## config.mk

```make
export PLATFORM = sky130hd
export DESIGN_NAME = bwt_byte_minority_position_coder_unit_flat
export DESIGN_NICKNAME = d
export VERILOG_FILES = /design/src/sv/bmpc_pkg.sv /design/src/sv/bmpc_ifs.sv /design/src/sv/bmpc_front.sv /design/src/sv/bmpc_queue.sv /design/src/sv/bmpc_back.sv /design/src/sv/bwt_byte_minority_position_coder_unit.sv /design/src/flat_wrapper.sv
export VERILOG_INCLUDE_DIRS = /design/src /design/src/sv
export SDC_FILE = /design/constraint.sdc
export NUM_CORES = 1
export LEC_CHECK = 0
export ABC_CLOCK_PERIOD_IN_PS = 52500
export BUFFER_PORTS_ARGS = -buffer_cell sky130_fd_sc_hd__buf_2
export CAP_MARGIN = 5
export CORE_MARGIN = 4
export CORE_UTILIZATION = 28
export CTS_CLUSTER_SIZE = 30
export DETAILED_ROUTE_END_ITERATION = 10
export HOLD_SLACK_MARGIN = 0.02
export PLACE_DENSITY = 0.43
export SLEW_MARGIN = 5
export SYNTH_ARGS = -nofsm -noshare
export SYNTH_HDL_FRONTEND = slang
export SYNTH_SLANG_ARGS = --single-unit
```

## constraint.sdc

```tcl
create_clock -name clk -period 52.5 [get_ports clk]
set_clock_uncertainty 0.05 [all_clocks]
set_input_delay 5.25 -clock clk [delete_from_list [all_inputs] [get_ports clk]]
set_output_delay 5.25 -clock clk [all_outputs]
set_load 0.05 [all_outputs]
```

## src/sv/assert_macros.svh

```systemverilog
// ----------------------------------------------------------------------------
// assert_macros.svh
// Assertion helpers for the byte minority-position coder. Empty in synthesis.
// ----------------------------------------------------------------------------
`ifndef ASSERT_MACROS_SVH
`define ASSERT_MACROS_SVH

`ifndef SYNTHESIS

// Same-cycle implication, disabled while reset is active
`define BMPC_ASSERT_IMPL(lbl, clk, rstn, ante, cons) \
  lbl: assert property (@(posedge clk) disable iff (!rstn) (ante) |-> (cons)) \
    else $error("bmpc assertion failed");

// Next-cycle implication, disabled while reset is active
`define BMPC_ASSERT_NEXT(lbl, clk, rstn, ante, cons) \
  lbl: assert property (@(posedge clk) disable iff (!rstn) (ante) |=> (cons)) \
    else $error("bmpc assertion failed");

`else

`define BMPC_ASSERT_IMPL(lbl, clk, rstn, ante, cons)
`define BMPC_ASSERT_NEXT(lbl, clk, rstn, ante, cons)

`endif

`endif

```

## src/sv/bmpc_pkg.sv

```systemverilog
`timescale 1ns / 1ps
// ----------------------------------------------------------------------------
// bmpc_pkg
// Shared widths, constants and types of the byte minority-position coder.
// ----------------------------------------------------------------------------
package bmpc_pkg;

  // Field widths
  localparam int BYTE_W = 8;
  localparam int CODE_W = 19;
  localparam int LEN_W  = 5;
  localparam int CAP_W  = 24;

  // Symbol string: 8 bits plus one end marker
  localparam int SYM_W  = 2;
  localparam int SYMS   = 9;
  localparam int ROT_W  = SYM_W * SYMS;
  localparam int RANK_W = 4;
  localparam int POS_W  = 3;

  localparam logic [SYM_W-1:0] SYM_ZERO   = 2'd0;
  localparam logic [SYM_W-1:0] SYM_ONE    = 2'd1;
  localparam logic [SYM_W-1:0] SYM_MARKER = 2'd2;

  // Codeword length bounds: header plus three bits per minority symbol
  localparam logic [LEN_W-1:0] LEN_MIN = 5'd7;
  localparam logic [LEN_W-1:0] LEN_MAX = 5'd19;

  // Default depth of the queue between front and back
  localparam int QUEUE_DEPTH = 2;

  typedef logic [SYM_W-1:0] sym_t;

  // One classified item waiting for the capacity stage
  typedef struct packed {
    logic [CODE_W-1:0] code_bits;
    logic [LEN_W-1:0]  code_len;
  } code_entry_t;

  // Queue head as seen by the back end
  typedef struct packed {
    logic        valid;
    code_entry_t entry;
  } queue_head_t;

endpackage

```

## src/sv/bmpc_ifs.sv

```systemverilog
`timescale 1ns / 1ps
// ----------------------------------------------------------------------------
// bmpc channel interfaces
// Valid/ready channels for message bytes, codewords and the capacity write.
// ----------------------------------------------------------------------------
interface bmpc_in_if;
  logic                          valid;
  logic                          ready;
  logic [bmpc_pkg::BYTE_W-1:0]   message_byte;

  modport source (output valid, output message_byte, input ready);
  modport sink   (input valid, input message_byte, output ready);
endinterface

interface bmpc_out_if;
  logic                          valid;
  logic                          ready;
  logic [bmpc_pkg::CODE_W-1:0]   code_bits;
  logic [bmpc_pkg::LEN_W-1:0]    code_len;
  logic                          emitted;
  logic [bmpc_pkg::CAP_W-1:0]    remaining;

  modport source (output valid, output code_bits, output code_len, output emitted,
                  output remaining, input ready);
  modport sink   (input valid, input code_bits, input code_len, input emitted,
                  input remaining, output ready);
endinterface

interface bmpc_cfg_if;
  logic                          valid;
  logic                          ready;
  logic [bmpc_pkg::CAP_W-1:0]    data;

  modport source (output valid, output data, input ready);
  modport sink   (input valid, input data, output ready);
endinterface

```

## src/sv/bmpc_front.sv

```systemverilog
`timescale 1ns / 1ps
// ----------------------------------------------------------------------------
// bmpc_front
// Accepts message bytes, takes the BWT of bits plus marker and packs the code.
// ----------------------------------------------------------------------------
module bmpc_front (
  bmpc_in_if.sink                  in_ch,
  input  logic                     queue_full,
  output logic                     push,
  output bmpc_pkg::code_entry_t    push_entry
);
  import bmpc_pkg::*;

  sym_t               syms   [SYMS];
  logic [ROT_W-1:0]   rot    [SYMS];
  logic [RANK_W-1:0]  rank   [SYMS];
  sym_t               bwt    [SYMS];
  logic [RANK_W-1:0]  ones_cnt;
  logic [RANK_W-1:0]  zeros_cnt;
  logic [RANK_W-1:0]  marker_pos;
  logic [RANK_W-1:0]  min_cnt;
  logic               min_val;
  logic [CODE_W-1:0]  code;
  logic [POS_W-1:0]   pos;

  // Handshake: take a byte whenever the queue has room
  assign in_ch.ready = !queue_full;
  assign push        = in_ch.valid && in_ch.ready;

  // Symbol string, MSB first, marker last
  always_comb begin
    for (int i = 0; i < SYMS - 1; i++) begin
      syms[i] = {1'b0, in_ch.message_byte[BYTE_W-1-i]};
    end
    syms[SYMS-1] = SYM_MARKER;
  end

  // Each rotation as one key; first symbol in the top bits
  always_comb begin
    for (int i = 0; i < SYMS; i++) begin
      for (int k = 0; k < SYMS; k++) begin
        rot[i][ROT_W-1-SYM_W*k -: SYM_W] = syms[(i + k) % SYMS];
      end
    end
  end

  // Rank of each rotation: number of rotations that sort below it
  always_comb begin
    for (int i = 0; i < SYMS; i++) begin
      rank[i] = '0;
      for (int j = 0; j < SYMS; j++) begin
        if (j != i && rot[j] < rot[i]) begin
          rank[i] = rank[i] + RANK_W'(1);
        end
      end
    end
  end

  // Transform: last symbol of each sorted rotation
  always_comb begin
    for (int r = 0; r < SYMS; r++) begin
      bwt[r] = SYM_ZERO;
      for (int i = 0; i < SYMS; i++) begin
        if (rank[i] == RANK_W'(r)) begin
          bwt[r] = syms[(i + SYMS - 1) % SYMS];
        end
      end
    end
  end

  // Symbol counts and marker position
  always_comb begin
    ones_cnt   = '0;
    zeros_cnt  = '0;
    marker_pos = '0;
    for (int i = 0; i < SYMS; i++) begin
      if (bwt[i] == SYM_ONE) begin
        ones_cnt = ones_cnt + RANK_W'(1);
      end else if (bwt[i] == SYM_ZERO) begin
        zeros_cnt = zeros_cnt + RANK_W'(1);
      end else begin
        marker_pos = RANK_W'(i);
      end
    end
  end

  // Minority value, zero on a tie
  assign min_val = (ones_cnt < zeros_cnt);
  assign min_cnt = min_val ? ones_cnt : zeros_cnt;

  // Codeword packing: header, then positions with the marker removed
  always_comb begin
    code = CODE_W'({min_val, min_cnt[POS_W-1:0], marker_pos[POS_W-1:0]});
    pos  = '0;
    for (int i = 0; i < SYMS; i++) begin
      if (bwt[i] == {1'b0, min_val}) begin
        pos  = (RANK_W'(i) < marker_pos) ? POS_W'(i) : POS_W'(i - 1);
        code = {code[CODE_W-POS_W-1:0], pos};
      end
    end
  end

  assign push_entry.code_bits = code;
  assign push_entry.code_len  = LEN_MIN + LEN_W'(min_cnt) + LEN_W'({min_cnt, 1'b0});

endmodule

```

## src/sv/bmpc_queue.sv

```systemverilog
`timescale 1ns / 1ps
// ----------------------------------------------------------------------------
// bmpc_queue
// Short FIFO of classified items between front and back end.
// ----------------------------------------------------------------------------
`include "assert_macros.svh"

module bmpc_queue #(
  parameter int Depth = bmpc_pkg::QUEUE_DEPTH
) (
  input  logic                     clk,
  input  logic                     rst_n,
  input  logic                     push,
  input  bmpc_pkg::code_entry_t    push_entry,
  output logic                     full,
  input  logic                     pop,
  output bmpc_pkg::queue_head_t    head
);
  import bmpc_pkg::*;

  localparam int PtrW = $clog2(Depth);
  localparam int CntW = $clog2(Depth + 1);

  code_entry_t       slots_r [Depth];
  logic [PtrW-1:0]   wr_ptr_r;
  logic [PtrW-1:0]   rd_ptr_r;
  logic [CntW-1:0]   count_r;
  logic [CntW-1:0]   count_nxt;
  logic              do_pop;

  assign full       = (count_r == CntW'(Depth));
  assign head.valid = (count_r != '0);
  assign head.entry = slots_r[rd_ptr_r];
  assign do_pop     = pop && head.valid;

  // Occupancy update
  always_comb begin
    count_nxt = count_r;
    if (push && !do_pop) begin
      count_nxt = count_r + CntW'(1);
    end else if (!push && do_pop) begin
      count_nxt = count_r - CntW'(1);
    end
  end

  // Pointers and count
  always_ff @(posedge clk) begin
    if (!rst_n) begin
      wr_ptr_r <= '0;
      rd_ptr_r <= '0;
      count_r  <= '0;
    end else begin
      count_r <= count_nxt;
      if (push) begin
        wr_ptr_r <= (wr_ptr_r == PtrW'(Depth - 1)) ? '0 : wr_ptr_r + PtrW'(1);
      end
      if (do_pop) begin
        rd_ptr_r <= (rd_ptr_r == PtrW'(Depth - 1)) ? '0 : rd_ptr_r + PtrW'(1);
      end
    end
  end

  // Entry storage
  always_ff @(posedge clk) begin
    if (push) begin
      slots_r[wr_ptr_r] <= push_entry;
    end
  end

  `BMPC_ASSERT_IMPL(a_no_push_when_full, clk, rst_n, full, !push)
  `BMPC_ASSERT_IMPL(a_count_bound, clk, rst_n, 1'b1, count_r <= CntW'(Depth))

endmodule

```

## src/sv/bmpc_back.sv

```systemverilog
`timescale 1ns / 1ps
// ----------------------------------------------------------------------------
// bmpc_back
// Charges each codeword against the capacity budget and holds the result.
// ----------------------------------------------------------------------------
`include "assert_macros.svh"

module bmpc_back (
  input  logic                     clk,
  input  logic                     rst_n,
  input  bmpc_pkg::queue_head_t    head,
  output logic                     pop,
  bmpc_cfg_if.sink                 cfg_ch,
  bmpc_out_if.source               out_ch
);
  import bmpc_pkg::*;

  logic [CAP_W-1:0]   remaining_r;
  logic               halted_r;
  logic               out_valid_r;
  logic [CODE_W-1:0]  code_bits_r;
  logic [LEN_W-1:0]   code_len_r;
  logic               emitted_r;
  logic [CAP_W-1:0]   remaining_out_r;
  logic               cfg_fire;
  logic               fits;
  logic [CAP_W-1:0]   remaining_nxt;

  assign cfg_ch.ready = 1'b1;
  assign cfg_fire     = cfg_ch.valid && cfg_ch.ready;

  // Take the next item when the output register is free or being drained
  assign pop = head.valid && (!out_valid_r || out_ch.ready);

  // Budget check
  assign fits          = !halted_r && (CAP_W'(head.entry.code_len) <= remaining_r);
  assign remaining_nxt = fits ? remaining_r - CAP_W'(head.entry.code_len) : remaining_r;

  // Budget state and output valid
  always_ff @(posedge clk) begin
    if (!rst_n) begin
      remaining_r <= '0;
      halted_r    <= 1'b0;
      out_valid_r <= 1'b0;
    end else begin
      if (cfg_fire) begin
        remaining_r <= cfg_ch.data;
        halted_r    <= 1'b0;
      end else if (pop && !halted_r) begin
        remaining_r <= remaining_nxt;
        halted_r    <= !fits;
      end
      if (pop) begin
        out_valid_r <= 1'b1;
      end else if (out_ch.ready) begin
        out_valid_r <= 1'b0;
      end
    end
  end

  // Result payload
  always_ff @(posedge clk) begin
    if (pop) begin
      code_bits_r     <= head.entry.code_bits;
      code_len_r      <= head.entry.code_len;
      emitted_r       <= fits;
      remaining_out_r <= remaining_nxt;
    end
  end

  assign out_ch.valid     = out_valid_r;
  assign out_ch.code_bits = code_bits_r;
  assign out_ch.code_len  = code_len_r;
  assign out_ch.emitted   = emitted_r;
  assign out_ch.remaining = remaining_out_r;

  `BMPC_ASSERT_IMPL(a_len_range, clk, rst_n, out_valid_r, (code_len_r >= LEN_MIN) && (code_len_r <= LEN_MAX))
  `BMPC_ASSERT_NEXT(a_halt_sticky, clk, rst_n, halted_r && !cfg_fire, halted_r)
  `BMPC_ASSERT_NEXT(a_halt_freezes_budget, clk, rst_n, halted_r && !cfg_fire, $stable(remaining_r))

endmodule

```

## src/sv/bwt_byte_minority_position_coder_unit.sv

```systemverilog
`timescale 1ns / 1ps
// ----------------------------------------------------------------------------
// bwt_byte_minority_position_coder_unit
// Byte minority-position coder with a capacity budget.
// ----------------------------------------------------------------------------
// Usage:
//   in_ch   takes one message byte per item (valid/ready).
//   out_ch  returns one result per byte: codeword (right-aligned), its length
//           of 7 to 19 bits, an emitted flag and the budget left afterwards.
//   cfg_ch  writes the capacity in bits; this reloads the budget and clears
//           the halt. Write it only while no item is in flight.
// Timing:
//   The front end ranks the 9 rotations and packs the codeword in the accept
//   cycle; the item then sits in a queue (2 entries by default) and the back
//   end charges it against the budget into the output register. Throughput
//   is 1 item per cycle while out_ch.ready stays high, bounded by the
//   single budget subtract-and-compare in the back end.
// Reset (rst_n low, synchronous): budget 0, halt cleared, queue and output
//   emptied. A stalled receiver holds the result; the queue keeps taking
//   bytes until it fills, then in_ch.ready drops.
// ----------------------------------------------------------------------------
module bwt_byte_minority_position_coder_unit #(
  parameter int QueueDepth = bmpc_pkg::QUEUE_DEPTH
) (
  input  logic          clk,
  input  logic          rst_n,
  bmpc_in_if.sink       in_ch,
  bmpc_cfg_if.sink      cfg_ch,
  bmpc_out_if.source    out_ch
);
  import bmpc_pkg::*;

  logic          push;
  code_entry_t   push_entry;
  logic          queue_full;
  logic          pop;
  queue_head_t   head;

  bmpc_front u_front (
    .in_ch      (in_ch),
    .queue_full (queue_full),
    .push       (push),
    .push_entry (push_entry)
  );

  bmpc_queue #(
    .Depth (QueueDepth)
  ) u_queue (
    .clk        (clk),
    .rst_n      (rst_n),
    .push       (push),
    .push_entry (push_entry),
    .full       (queue_full),
    .pop        (pop),
    .head       (head)
  );

  bmpc_back u_back (
    .clk    (clk),
    .rst_n  (rst_n),
    .head   (head),
    .pop    (pop),
    .cfg_ch (cfg_ch),
    .out_ch (out_ch)
  );

endmodule

```

## src/flat_wrapper.sv

```systemverilog
// flat-port wrapper written by rule: the top's interface ports become plain ports
module bwt_byte_minority_position_coder_unit_flat import bmpc_pkg::*;
#(
  parameter int QueueDepth = bmpc_pkg::QUEUE_DEPTH
)
  (clk, rst_n, in_ch_valid, in_ch_message_byte, in_ch_ready, cfg_ch_valid, cfg_ch_data, cfg_ch_ready, out_ch_valid, out_ch_code_bits, out_ch_code_len, out_ch_emitted, out_ch_remaining, out_ch_ready);
  bmpc_in_if in_ch_i ();
  bmpc_cfg_if cfg_ch_i ();
  bmpc_out_if out_ch_i ();
  input  logic clk;
  input  logic rst_n;
  input wire logic [$bits(in_ch_i.valid)-1:0] in_ch_valid;
  input wire logic [$bits(in_ch_i.message_byte)-1:0] in_ch_message_byte;
  output wire logic [$bits(in_ch_i.ready)-1:0] in_ch_ready;
  input wire logic [$bits(cfg_ch_i.valid)-1:0] cfg_ch_valid;
  input wire logic [$bits(cfg_ch_i.data)-1:0] cfg_ch_data;
  output wire logic [$bits(cfg_ch_i.ready)-1:0] cfg_ch_ready;
  output wire logic [$bits(out_ch_i.valid)-1:0] out_ch_valid;
  output wire logic [$bits(out_ch_i.code_bits)-1:0] out_ch_code_bits;
  output wire logic [$bits(out_ch_i.code_len)-1:0] out_ch_code_len;
  output wire logic [$bits(out_ch_i.emitted)-1:0] out_ch_emitted;
  output wire logic [$bits(out_ch_i.remaining)-1:0] out_ch_remaining;
  input wire logic [$bits(out_ch_i.ready)-1:0] out_ch_ready;
  assign in_ch_i.valid = in_ch_valid;
  assign in_ch_i.message_byte = in_ch_message_byte;
  assign in_ch_ready = in_ch_i.ready;
  assign cfg_ch_i.valid = cfg_ch_valid;
  assign cfg_ch_i.data = cfg_ch_data;
  assign cfg_ch_ready = cfg_ch_i.ready;
  assign out_ch_valid = out_ch_i.valid;
  assign out_ch_code_bits = out_ch_i.code_bits;
  assign out_ch_code_len = out_ch_i.code_len;
  assign out_ch_emitted = out_ch_i.emitted;
  assign out_ch_remaining = out_ch_i.remaining;
  assign out_ch_i.ready = out_ch_ready;
  bwt_byte_minority_position_coder_unit #(.QueueDepth(QueueDepth)) u_core (.clk(clk), .rst_n(rst_n), .in_ch(in_ch_i), .cfg_ch(cfg_ch_i), .out_ch(out_ch_i));
endmodule
```

==> results of run 1 <==
-- cell type report --
class	instances	area, um^2	share of cell area
Sequential cell	128	3530	0.201
Inverter	75	287	0.0163
Clock inverter	14	140	0.00799
Multi-Input combinational cell	1650	11600	0.664
Timing Repair Buffer	105	571	0.0325
Tap cell	748	936	0.0534
Clock buffer	18	429	0.0245
-- layer usage --
layer	up-vias	global-route usage
li1	7319	-
met1	7312	0.255
met2	453	0.272
met3	41	0.0167
met4	0	0.0319
met5	-	0
-- synth_stat cells (8+ instances only) --
cell	count	area [um^2]
nand3_1	52	260
clkinv_1	8	30.0
ha_1	94	1180
o21a_1	14	105
nor3b_1	11	82.6
o31ai_1	17	128
o211ai_1	25	188
a21o_1	31	233
or2_2	13	81.3
o31a_1	10	87.6
nor2b_1	18	113
clkbuf_1	65	244
o2111ai_1	8	70.1
a221oi_1	11	96.3
o221ai_1	10	87.6
a211oi_1	19	143
buf_2	17	85.1
a21oi_1	96	480
and2_1	52	325
nor4_1	18	113
o22ai_1	23	144
o21bai_1	8	60.1
xnor2_1	112	981
xor2_1	38	333
o21ai_1	11	55.1
mux2_2	38	428
a22oi_1	10	75.1
dfxtp_1	31	621
nand2_1	229	860
a31oi_1	24	150
xnor3_1	11	248
nand4_1	23	144
edfxtp_1	97	2910
or3_1	26	163
a21boi_0	8	60.1
o21ai_0	81	405
nor3_1	52	260
inv_1	60	225
mux2i_1	46	460
and3_1	19	119
nand2b_1	31	194
nor2_1	171	642
-- how the worst max path moves through the flow --
stage                                      from                                       to  cells past startpoint
after detailed placement  in_ch_message_byte[2]  u_core.u_queue.slots_r[0][19]$_DFFE_PP_                     70
after floorplan           in_ch_message_byte[2]  u_core.u_queue.slots_r[0][19]$_DFFE_PP_                     73
after global routing      in_ch_message_byte[3]  u_core.u_queue.slots_r[0][19]$_DFFE_PP_                     69
final                     in_ch_message_byte[2]  u_core.u_queue.slots_r[0][19]$_DFFE_PP_                     70
after global placement    in_ch_message_byte[2]  u_core.u_queue.slots_r[0][19]$_DFFE_PP_                     70
after CTS                 in_ch_message_byte[2]  u_core.u_queue.slots_r[1][19]$_DFFE_PP_                     70
-- through the flow --
stage | instances | area [um^2] | utilization | setup WS (ps)
after floorplan | 1945 | 15800 | - | 32110
after global placement | 2706 | 17000 | 0.306 | 29250
after detailed placement | 2706 | 17000 | 0.306 | 28970
after CTS | 2738 | 17500 | 0.316 | 29360
after global routing | 2738 | 17500 | 0.316 | 27670
final | 2738 | 17500 | 0.316 | 29060
-- cells by family (layout without fill, tap and decap cells) --
| logic type | after synthesis | count (layout) |
|---|---|---|
| AO/OA/AOI/OAI | 517 | 517 |
| other | 1 | 1 |
| buffers and inverters | 167 | 212 |
| XOR/XNOR | 174 | 174 |
| flip-flops | 128 | 128 |
| multiplexers | 90 | 90 |
| AND/OR/NAND/NOR | 773 | 773 |
| adder cells (fa/ha/maj) | 95 | 95 |
-- critical path, delay by kind of cell --
family,cells,cell delay (ps)
simple gates,20,4460
xor+xnor,5,1520
mux,5,1770
fa+ha+maj,12,3690
compound gates,18,5340
buf+inv,10,1390
-- registers in the layout, indices dropped and copies added, names as in the netlist, named ones only --
signal / cells
u_core.u_queue.slots_r: 48
u_core.u_back.out_ch.code_bits: 19
u_core.u_queue.wr_ptr_r: 1
u_core.u_back.out_ch.emitted: 1
u_core.u_back.out_ch.valid: 1
u_core.u_queue.rd_ptr_r: 1
u_core.u_back.remaining_r: 24
u_core.u_back.out_ch.code_len: 5
u_core.u_back.out_ch.remaining: 24
u_core.u_back.halted_r: 1
u_core.u_queue.count_r: 2
==> metrics.cfg, run 1 <==
[grt]
first_global_vias = 14200
grt_overflow = 0
grt_pass1_wl_mm = 83.4
track_usage = 0.172
grt_max_degree = 51
antenna_found_initial = 0

[cts]
cts_tree = done
cts_max_path_buffers = 2
cts.repair.resized = 0
postCtsSetupRepairBufs = 0
cts-root-buf = clkbuf_16
cts_max_level = 4
clk_pin_slew_ps = 60
ctsHoldBuffers = 0
cts_made_buffers = 17
clk-insertion-delay-late_ps = 420
numClockSinks = 128

[die]
core_area_um2 = 55500
die_h_um = 246
dieArea_um2 = 60400
initial_core_util = 0.285
boundaryPins = 89
die_x_um = 246
num_rows = 86

[layout]
synthToLayoutAreaGrowth_pct = 10.8
drive_above_1_share = 0.128
final_common_cell = nand2_1
diodes = 0
num-nets-final = 2109
layout_common_cells = nand2_1 (229), nor2_1 (170), xnor2_1 (110)
fillers = 5942

[sta]
tightestPinTransition_ps = 1120
final_max_slew_viol_count = 0
fin_crit_ps = 23440
whs_ps = 497
fin_setup_tns_ps = 0
hold_violations = 0
max_freq_ghz = 0.0427
min_period_over_period = 0.446
rsz0062_at_grt = false
setup_violations = 0
relSlewSlack = 0.252

[run]
maxCapViolations = 0

[synthesis]
synth_warnings = 0
synth.area.mux_share = 0.0611
synth_xor_area_frac = 0.116
synth_area_um2 = 15800
synthFlopType = edfxtp_1
syn-num-nets = 2077
synth_edf_count = 97
synth_cells = 1945
yosysSeqAreaShare = 0.223
ys_ff_latch = 128
synthSimpleGateAreaFrac = 0.246
synthArstFlopShare = 0
synth_compound_area_frac = 0.235
synth_top_family_by_area = simple AND/OR/NAND/NOR gates
syn_avg_cell_area_um2 = 8.14
synth_fa_ha_area_frac = 0.0756
synth_cell_types = 118

[route]
top_layer = met4
routedLengthMet1_mm = 26.9
wl_per_cell_um = 19.7
met3_length_mm = 2.78
routed_via_density = 5.52
ant_nets = 0
vias = 15100
dr.pass1.iters = 5
first_iter_violations = 1126
wl_mm = 53.8
dr_wl_met2_mm = 23.5
drc = 0

[worst_setup_path]
slowest_stage = mux2i_1
cp-end-kind = register
critPathKind = in2reg
r2r_end = u_core.u_back.remaining_r[21]$_SDFFE_PN0P_
cp.required_ps = 52560
cp_max_fo = 22
crit_path_start_kind = input pin
worst-r2r-setup-slack_ps = 47890
cp.arrival_ps = 23500
cpPeakStageDelay_ps = 780
cpMostUsedCell = ha_1
r2r_cells = 20

[placement]
gp_congestion = 0.907
dp_hpwl_mm = 42.3
port-buffer-count = 87

[worst_hold_path]
min_from = u_core.u_queue.slots_r[1][13]$_DFFE_PP_
holdPathEnd = u_core.u_back.out_ch.code_bits[8]$_DFFE_PP_
hp-class = reg2reg
min_path_cells = 1

[run_status]
status = finished, final reports clean

Power of run 1 is not shown: default switching activity piles up to over one toggle a cycle in this logic, so the estimate is an artifact.
==> run 2, diff against run 1 <==
Settings changed: ABC_CLOCK_PERIOD_IN_PS 52500 to 21400, PLACE_DENSITY 0.43 to 0.44.
Clock period 52.5 ns to 21.4 ns, I/O delays scaled along.
==> run 2 against run 1 <==
Net effect: worst setup slack got worse by 28000 ps; non-clock buffer count fell by 1; critical endpoint is now u_core.u_queue.slots_r[1][16]$_DFFE_PP_; first-iteration DRC count rose by 16%; flip-flop and latch count did not move; largest cell class unchanged; via count fell by 0.99%; register-to-register slack got worse by 31000 ps; final cell count barely moved.
==> metrics.cfg, run 2 (synthesis results as in run 1) <==
[grt]
grt_max_degree = 51  ; unchanged
track_usage = 0.166  ; -0.00518
grt_pass1_wl_mm = 80.9  ; -2.9%
grt_overflow = 0  ; unchanged
antenna_found_initial = 0  ; unchanged
first_global_vias = 13900  ; -2.2%

[cts]
cts_max_path_buffers = 2  ; unchanged
clk_pin_slew_ps = 60  ; about the same
numClockSinks = 128  ; unchanged
cts_tree = done
postCtsSetupRepairBufs = 0  ; unchanged
clk-insertion-delay-late_ps = 420  ; about the same
cts-root-buf = clkbuf_16
cts_made_buffers = 17  ; unchanged
cts_max_level = 4  ; unchanged

[layout]
diodes = 0  ; unchanged
drive_above_1_share = 0.128  ; +0.000567
synthToLayoutAreaGrowth_pct = 10.5
largest_reg_flops = 48  ; unchanged
fin_util = 0.315  ; -0.000834
largest_register = u_core.u_queue.slots_r
fillers = 5942  ; unchanged
final_common_cell = nand2_1
multi_input_area_um2 = 11600  ; about the same
instances_no_fill = 2737  ; -0.037%
regArea_um2 = 3530  ; unchanged
layout_common_cells = nand2_1 (229), nor2_1 (170), xnor2_1 (110)
num-nets-final = 2108  ; -0.047%

[sta]
rsz0062_at_grt = false
hold_violations = 0  ; unchanged
setup_violations = 0  ; unchanged
final_max_slew_viol_count = 0  ; unchanged
fin_crit_ps = 20010
min_period_over_period = 0.935
layout_setup_ws_ps = 1390  ; -27,670 ps
relSlewSlack = 0.258  ; +0.00601
tightestPinTransition_ps = 1110  ; -12.8 ps
fin_setup_tns_ps = 0  ; unchanged
max_freq_ghz = 0.0500

[placement]
numPlacedInstances = 2705  ; -0.037%
port-buffer-count = 87  ; unchanged
dpl_worst_slack_ps = 971  ; -28,000 ps
gp_congestion = 0.914  ; +0.76%
dp_hpwl_mm = 41.2  ; -2.6%

[worst_hold_path]
hp-class = reg2reg

[worst_setup_path]
cp-end-kind = register
crit_path_start_kind = input pin
cp_top_family = compound AO/OA/AOI/OAI gates
cp_max_fo = 22  ; unchanged
slowest_stage = a222oi_1
critical_path_buf_inv_count = 9  ; -1
cpMostUsedCell = ha_1
cp.arrival_ps = 20120  ; -3380 ps
cp.required_ps = 21510  ; -31,050 ps
cpPeakStageDelay_ps = 710  ; -70 ps
critPathKind = in2reg

[die]
die_x_um = 246  ; unchanged
core_area_um2 = 55500  ; unchanged
die_h_um = 246  ; unchanged
boundaryPins = 89  ; unchanged
num_rows = 86  ; unchanged
dieArea_um2 = 60400  ; unchanged
initial_core_util = 0.285  ; unchanged

[route]
dr.pass1.iters = 6  ; +1
wl_per_cell_um = 19.1  ; -2.9%
vias = 15000  ; -0.99%
first_iter_violations = 1307  ; +16%
wl_mm = 52.2  ; -2.9%
drc = 0  ; unchanged
routed_via_density = 5.47  ; -0.96%
ant_nets = 0  ; unchanged

[run]
maxCapViolations = 0  ; unchanged

[run_status]
status = finished, final reports clean

-- run 2: changes by cell type in the layout (fill, tap and decap cells not counted) --
cell / before / now
bufinv_16: 2 / 0
mux2i_1: 46 / 44
mux2i_2: 3 / 5
buf_4: 18 / 17
clkbuf_1: 1 / 2
clkinv_1: 11 / 10
clkinv_2: 2 / 3
clkinv_4: 3 / 4
-- run 2: through the flow --
| stage | cell area (um^2) | hold slack, ps |
|---|---|---|
| 4_1_cts | 17500 | 489 |
| 6_report | 17500 | 482 |
| 5_1_grt | 17500 | 504 |
| 2_1_floorplan | 15800 | 441 |
| 3_5_place_dp | 17000 | 481 |
| 3_3_place_gp | 17000 | 472 |
-- run 2: cell type report --
cell class,count,area share
Clock buffer,19,0.0247
Clock inverter,13,0.00515
Inverter,75,0.0164
Multi-Input combinational cell,1650,0.666
Sequential cell,128,0.202
Tap cell,748,0.0535
Timing Repair Buffer,104,0.0322
-- run 2: per-layer routing --
metal | GRT usage | vias up | part of all wire
met5 | 0 | - | 0
met4 | 0.0345 | 0 | 0.015
met3 | 0.0189 | 45 | 0.060
met2 | 0.256 | 482 | 0.43
met1 | 0.250 | 7126 | 0.49
li1 | - | 7322 | -
-- run 2: worst register-to-register path: stages (launching register included) --
cell	delay (ps)
dfxtp_1	300
buf_4	330
mux2_2	420
ha_1	210
fa_1	420
nor2b_1	120
o21ai_0	80
nand2b_1	110
a21oi_1	110
a21oi_1	140
or2_2	270
nand2_1	150
nor3_1	330
nand2b_1	190
inv_1	80
nand2_1	100
nor3_1	440
nand2_1	190
nor3_1	220
xnor2_1	140
o21ai_0	80
and2_1	190
-- run 2: path summary, 6_finish.rpt --
kind / startpoint / to / slack, ps / depth (start not counted)
worst max register to register: register / u_core.u_back.remaining_r[21]$_SDFFE_PN0P_ / 16610 / 21
worst max-delay path: in_ch_message_byte[2] / u_core.u_queue.slots_r[1][16]$_DFFE_PP_ / 1390 / 69
worst min-delay path: u_core.u_queue.count_r[1]$_SDFFE_PN0P_ / u_core.u_queue.count_r[1]$_SDFFE_PN0P_ / 480 / 2
worst min register to register: u_core.u_queue.count_r[1]$_SDFFE_PN0P_ / u_core.u_queue.count_r[1]$_SDFFE_PN0P_ / 480 / 2
-- run 2: what timing repair did --
item	CTS	global route
resized for setup	0	2
hold buffers	0	0
endpoints found under the setup margin	0	8
Power of run 2 is left out for the same reason.
==> run 3, diff against run 2 <==
Settings changed: ABC_CLOCK_PERIOD_IN_PS 21400 to 16530.
Clock period 21.4 ns to 16.53 ns, I/O delays scaled along.
==> run 3 against run 2 <==
Net effect: global-route usage rose by 0.86 points; via count rose by 4.1%; worst setup slack got worse by 670 ps; worst hold slack improved by 14 ps.
==> metrics.cfg, run 3 (synthesis results as in run 1) <==
[run_status]
status = finished, final reports clean

[layout]
layout_common_cells = nand2_1 (225), nor2_1 (165), buf_4 (152)
multi_input_area_um2 = 12200  ; +4.9%
drive_above_1_share = 0.224  ; +0.0956
final_common_cell = nand2_1
regArea_um2 = 3530  ; unchanged
fillers = 5902  ; -0.67%
largest_reg_flops = 48  ; unchanged
num-nets-final = 2246  ; +6.5%
diodes = 0  ; unchanged
largest_register = u_core.u_queue.slots_r
synthToLayoutAreaGrowth_pct = 21.1

[die]
dieArea_um2 = 60400  ; unchanged
num_rows = 86  ; unchanged
boundaryPins = 89  ; unchanged
initial_core_util = 0.285  ; unchanged
core_area_um2 = 55500  ; unchanged
die_x_um = 246  ; unchanged
die_h_um = 246  ; unchanged

[grt]
first_global_vias = 14700  ; +5.7%
grt_max_degree = 51  ; unchanged
antenna_found_initial = 2  ; +2
track_usage = 0.175  ; +0.00864
grt_overflow = 0  ; unchanged
grt_pass1_wl_mm = 84.7  ; +4.6%

[route]
routed_via_density = 5.42  ; -0.88%
vias = 15600  ; +4.1%
wl_mm = 54.7  ; +4.8%
dr.pass1.iters = 5  ; -1
first_iter_violations = 1029  ; -21%
drc = 0  ; unchanged
wl_per_cell_um = 19.0  ; -0.25%
ant_nets = 0  ; unchanged

[worst_setup_path]
cpMostUsedCell = ha_1
r2r_end = u_core.u_back.remaining_r[21]$_SDFFE_PN0P_
slowest_stage = or3_1
cp-end-kind = register
cp.arrival_ps = 15990  ; -4130 ps
cp.required_ps = 16710  ; -4800 ps
critPathKind = in2reg
crit_path_start_kind = input pin
cpPeakStageDelay_ps = 400  ; -310 ps
r2r_cells = 21  ; unchanged
cp_top_family = compound AO/OA/AOI/OAI gates
critical_path_buf_inv_count = 12  ; +3
cp_max_fo = 14  ; -36%
worst-r2r-setup-slack_ps = 11710  ; -4900 ps

[sta]
fin_setup_tns_ps = 0  ; unchanged
whs_ps = 496  ; +14.1 ps
hold_violations = 0  ; unchanged
fin_crit_ps = 15810
setup_violations = 0  ; unchanged
relSlewSlack = 0.198  ; -0.0595
final_max_slew_viol_count = 0  ; unchanged
tightestPinTransition_ps = 1190  ; +78.0 ps
max_freq_ghz = 0.0632
min_period_over_period = 0.957

[cts]
cts_made_buffers = 17  ; unchanged
cts_max_level = 4  ; unchanged
clk-insertion-delay-late_ps = 420  ; about the same
cts_tree = done
cts_max_path_buffers = 2  ; unchanged
clk_pin_slew_ps = 60  ; about the same
cts-root-buf = clkbuf_16
numClockSinks = 128  ; unchanged
ctsHoldBuffers = 0  ; unchanged

[worst_hold_path]
min_from = u_core.u_queue.slots_r[1][13]$_DFFE_PP_
min_path_cells = 1  ; -1
hp-class = reg2reg
holdPathEnd = u_core.u_back.out_ch.code_bits[8]$_DFFE_PP_

[placement]
gp_congestion = 0.900  ; -1.5%
dp_hpwl_mm = 43.8  ; +6.2%
port-buffer-count = 87  ; unchanged

[run]
maxCapViolations = 0  ; unchanged

run 3: worst max path at each step:
stage	start	endpoint	slack [ps]	cells past startpoint
global route	in_ch_message_byte[3]	u_core.u_queue.slots_r[0][19]$_DFFE_PP_	-140	70
CTS	in_ch_message_byte[2]	u_core.u_queue.slots_r[1][16]$_DFFE_PP_	20	72
finish	in_ch_message_byte[3]	u_core.u_queue.slots_r[1][19]$_DFFE_PP_	720	71
floorplan	in_ch_message_byte[2]	u_core.u_queue.slots_r[0][19]$_DFFE_PP_	10	73
detailed placement	in_ch_message_byte[2]	u_core.u_queue.slots_r[0][20]$_DFFE_PP_	-430	71
global placement	in_ch_message_byte[2]	u_core.u_queue.slots_r[1][20]$_DFFE_PP_	-250	71
run 3: metal layers:
layer  routed length [um]  track usage
met5                   13      0.00327
met4                  943       0.0397
met3                 2910       0.0257
met2                23900        0.271
met1                27000        0.256
run 3: metrics by stage:
stage | utilization | instances | instance area [um^2] | setup slack (ps)
floorplan | - | 1945 | 15800 | 9.76
global placement | 0.323 | 2831 | 17900 | -255
detailed placement | 0.323 | 2831 | 17900 | -426
CTS | 0.333 | 2863 | 18500 | 19.8
global route | 0.345 | 2875 | 19200 | -137
finish | 0.345 | 2875 | 19200 | 716
run 3: timing repair:
item                                    in CTS  in global routing
cloned                                       0                  1
setup buffers                                0                 11
endpoints found under the setup margin       2                 40
resized for setup                            1                113
pin swaps                                    0                 15
run 3: cell type report:
cell class	instances	area share
multi-input cells	1651	0.638
flip-flops and latches	128	0.184
repair buffers	241	0.0834
well taps	748	0.0488
clock buffers	22	0.0242
inverters	75	0.0157
clock inverters	10	0.00581
Power of run 3 is left out for the same reason.
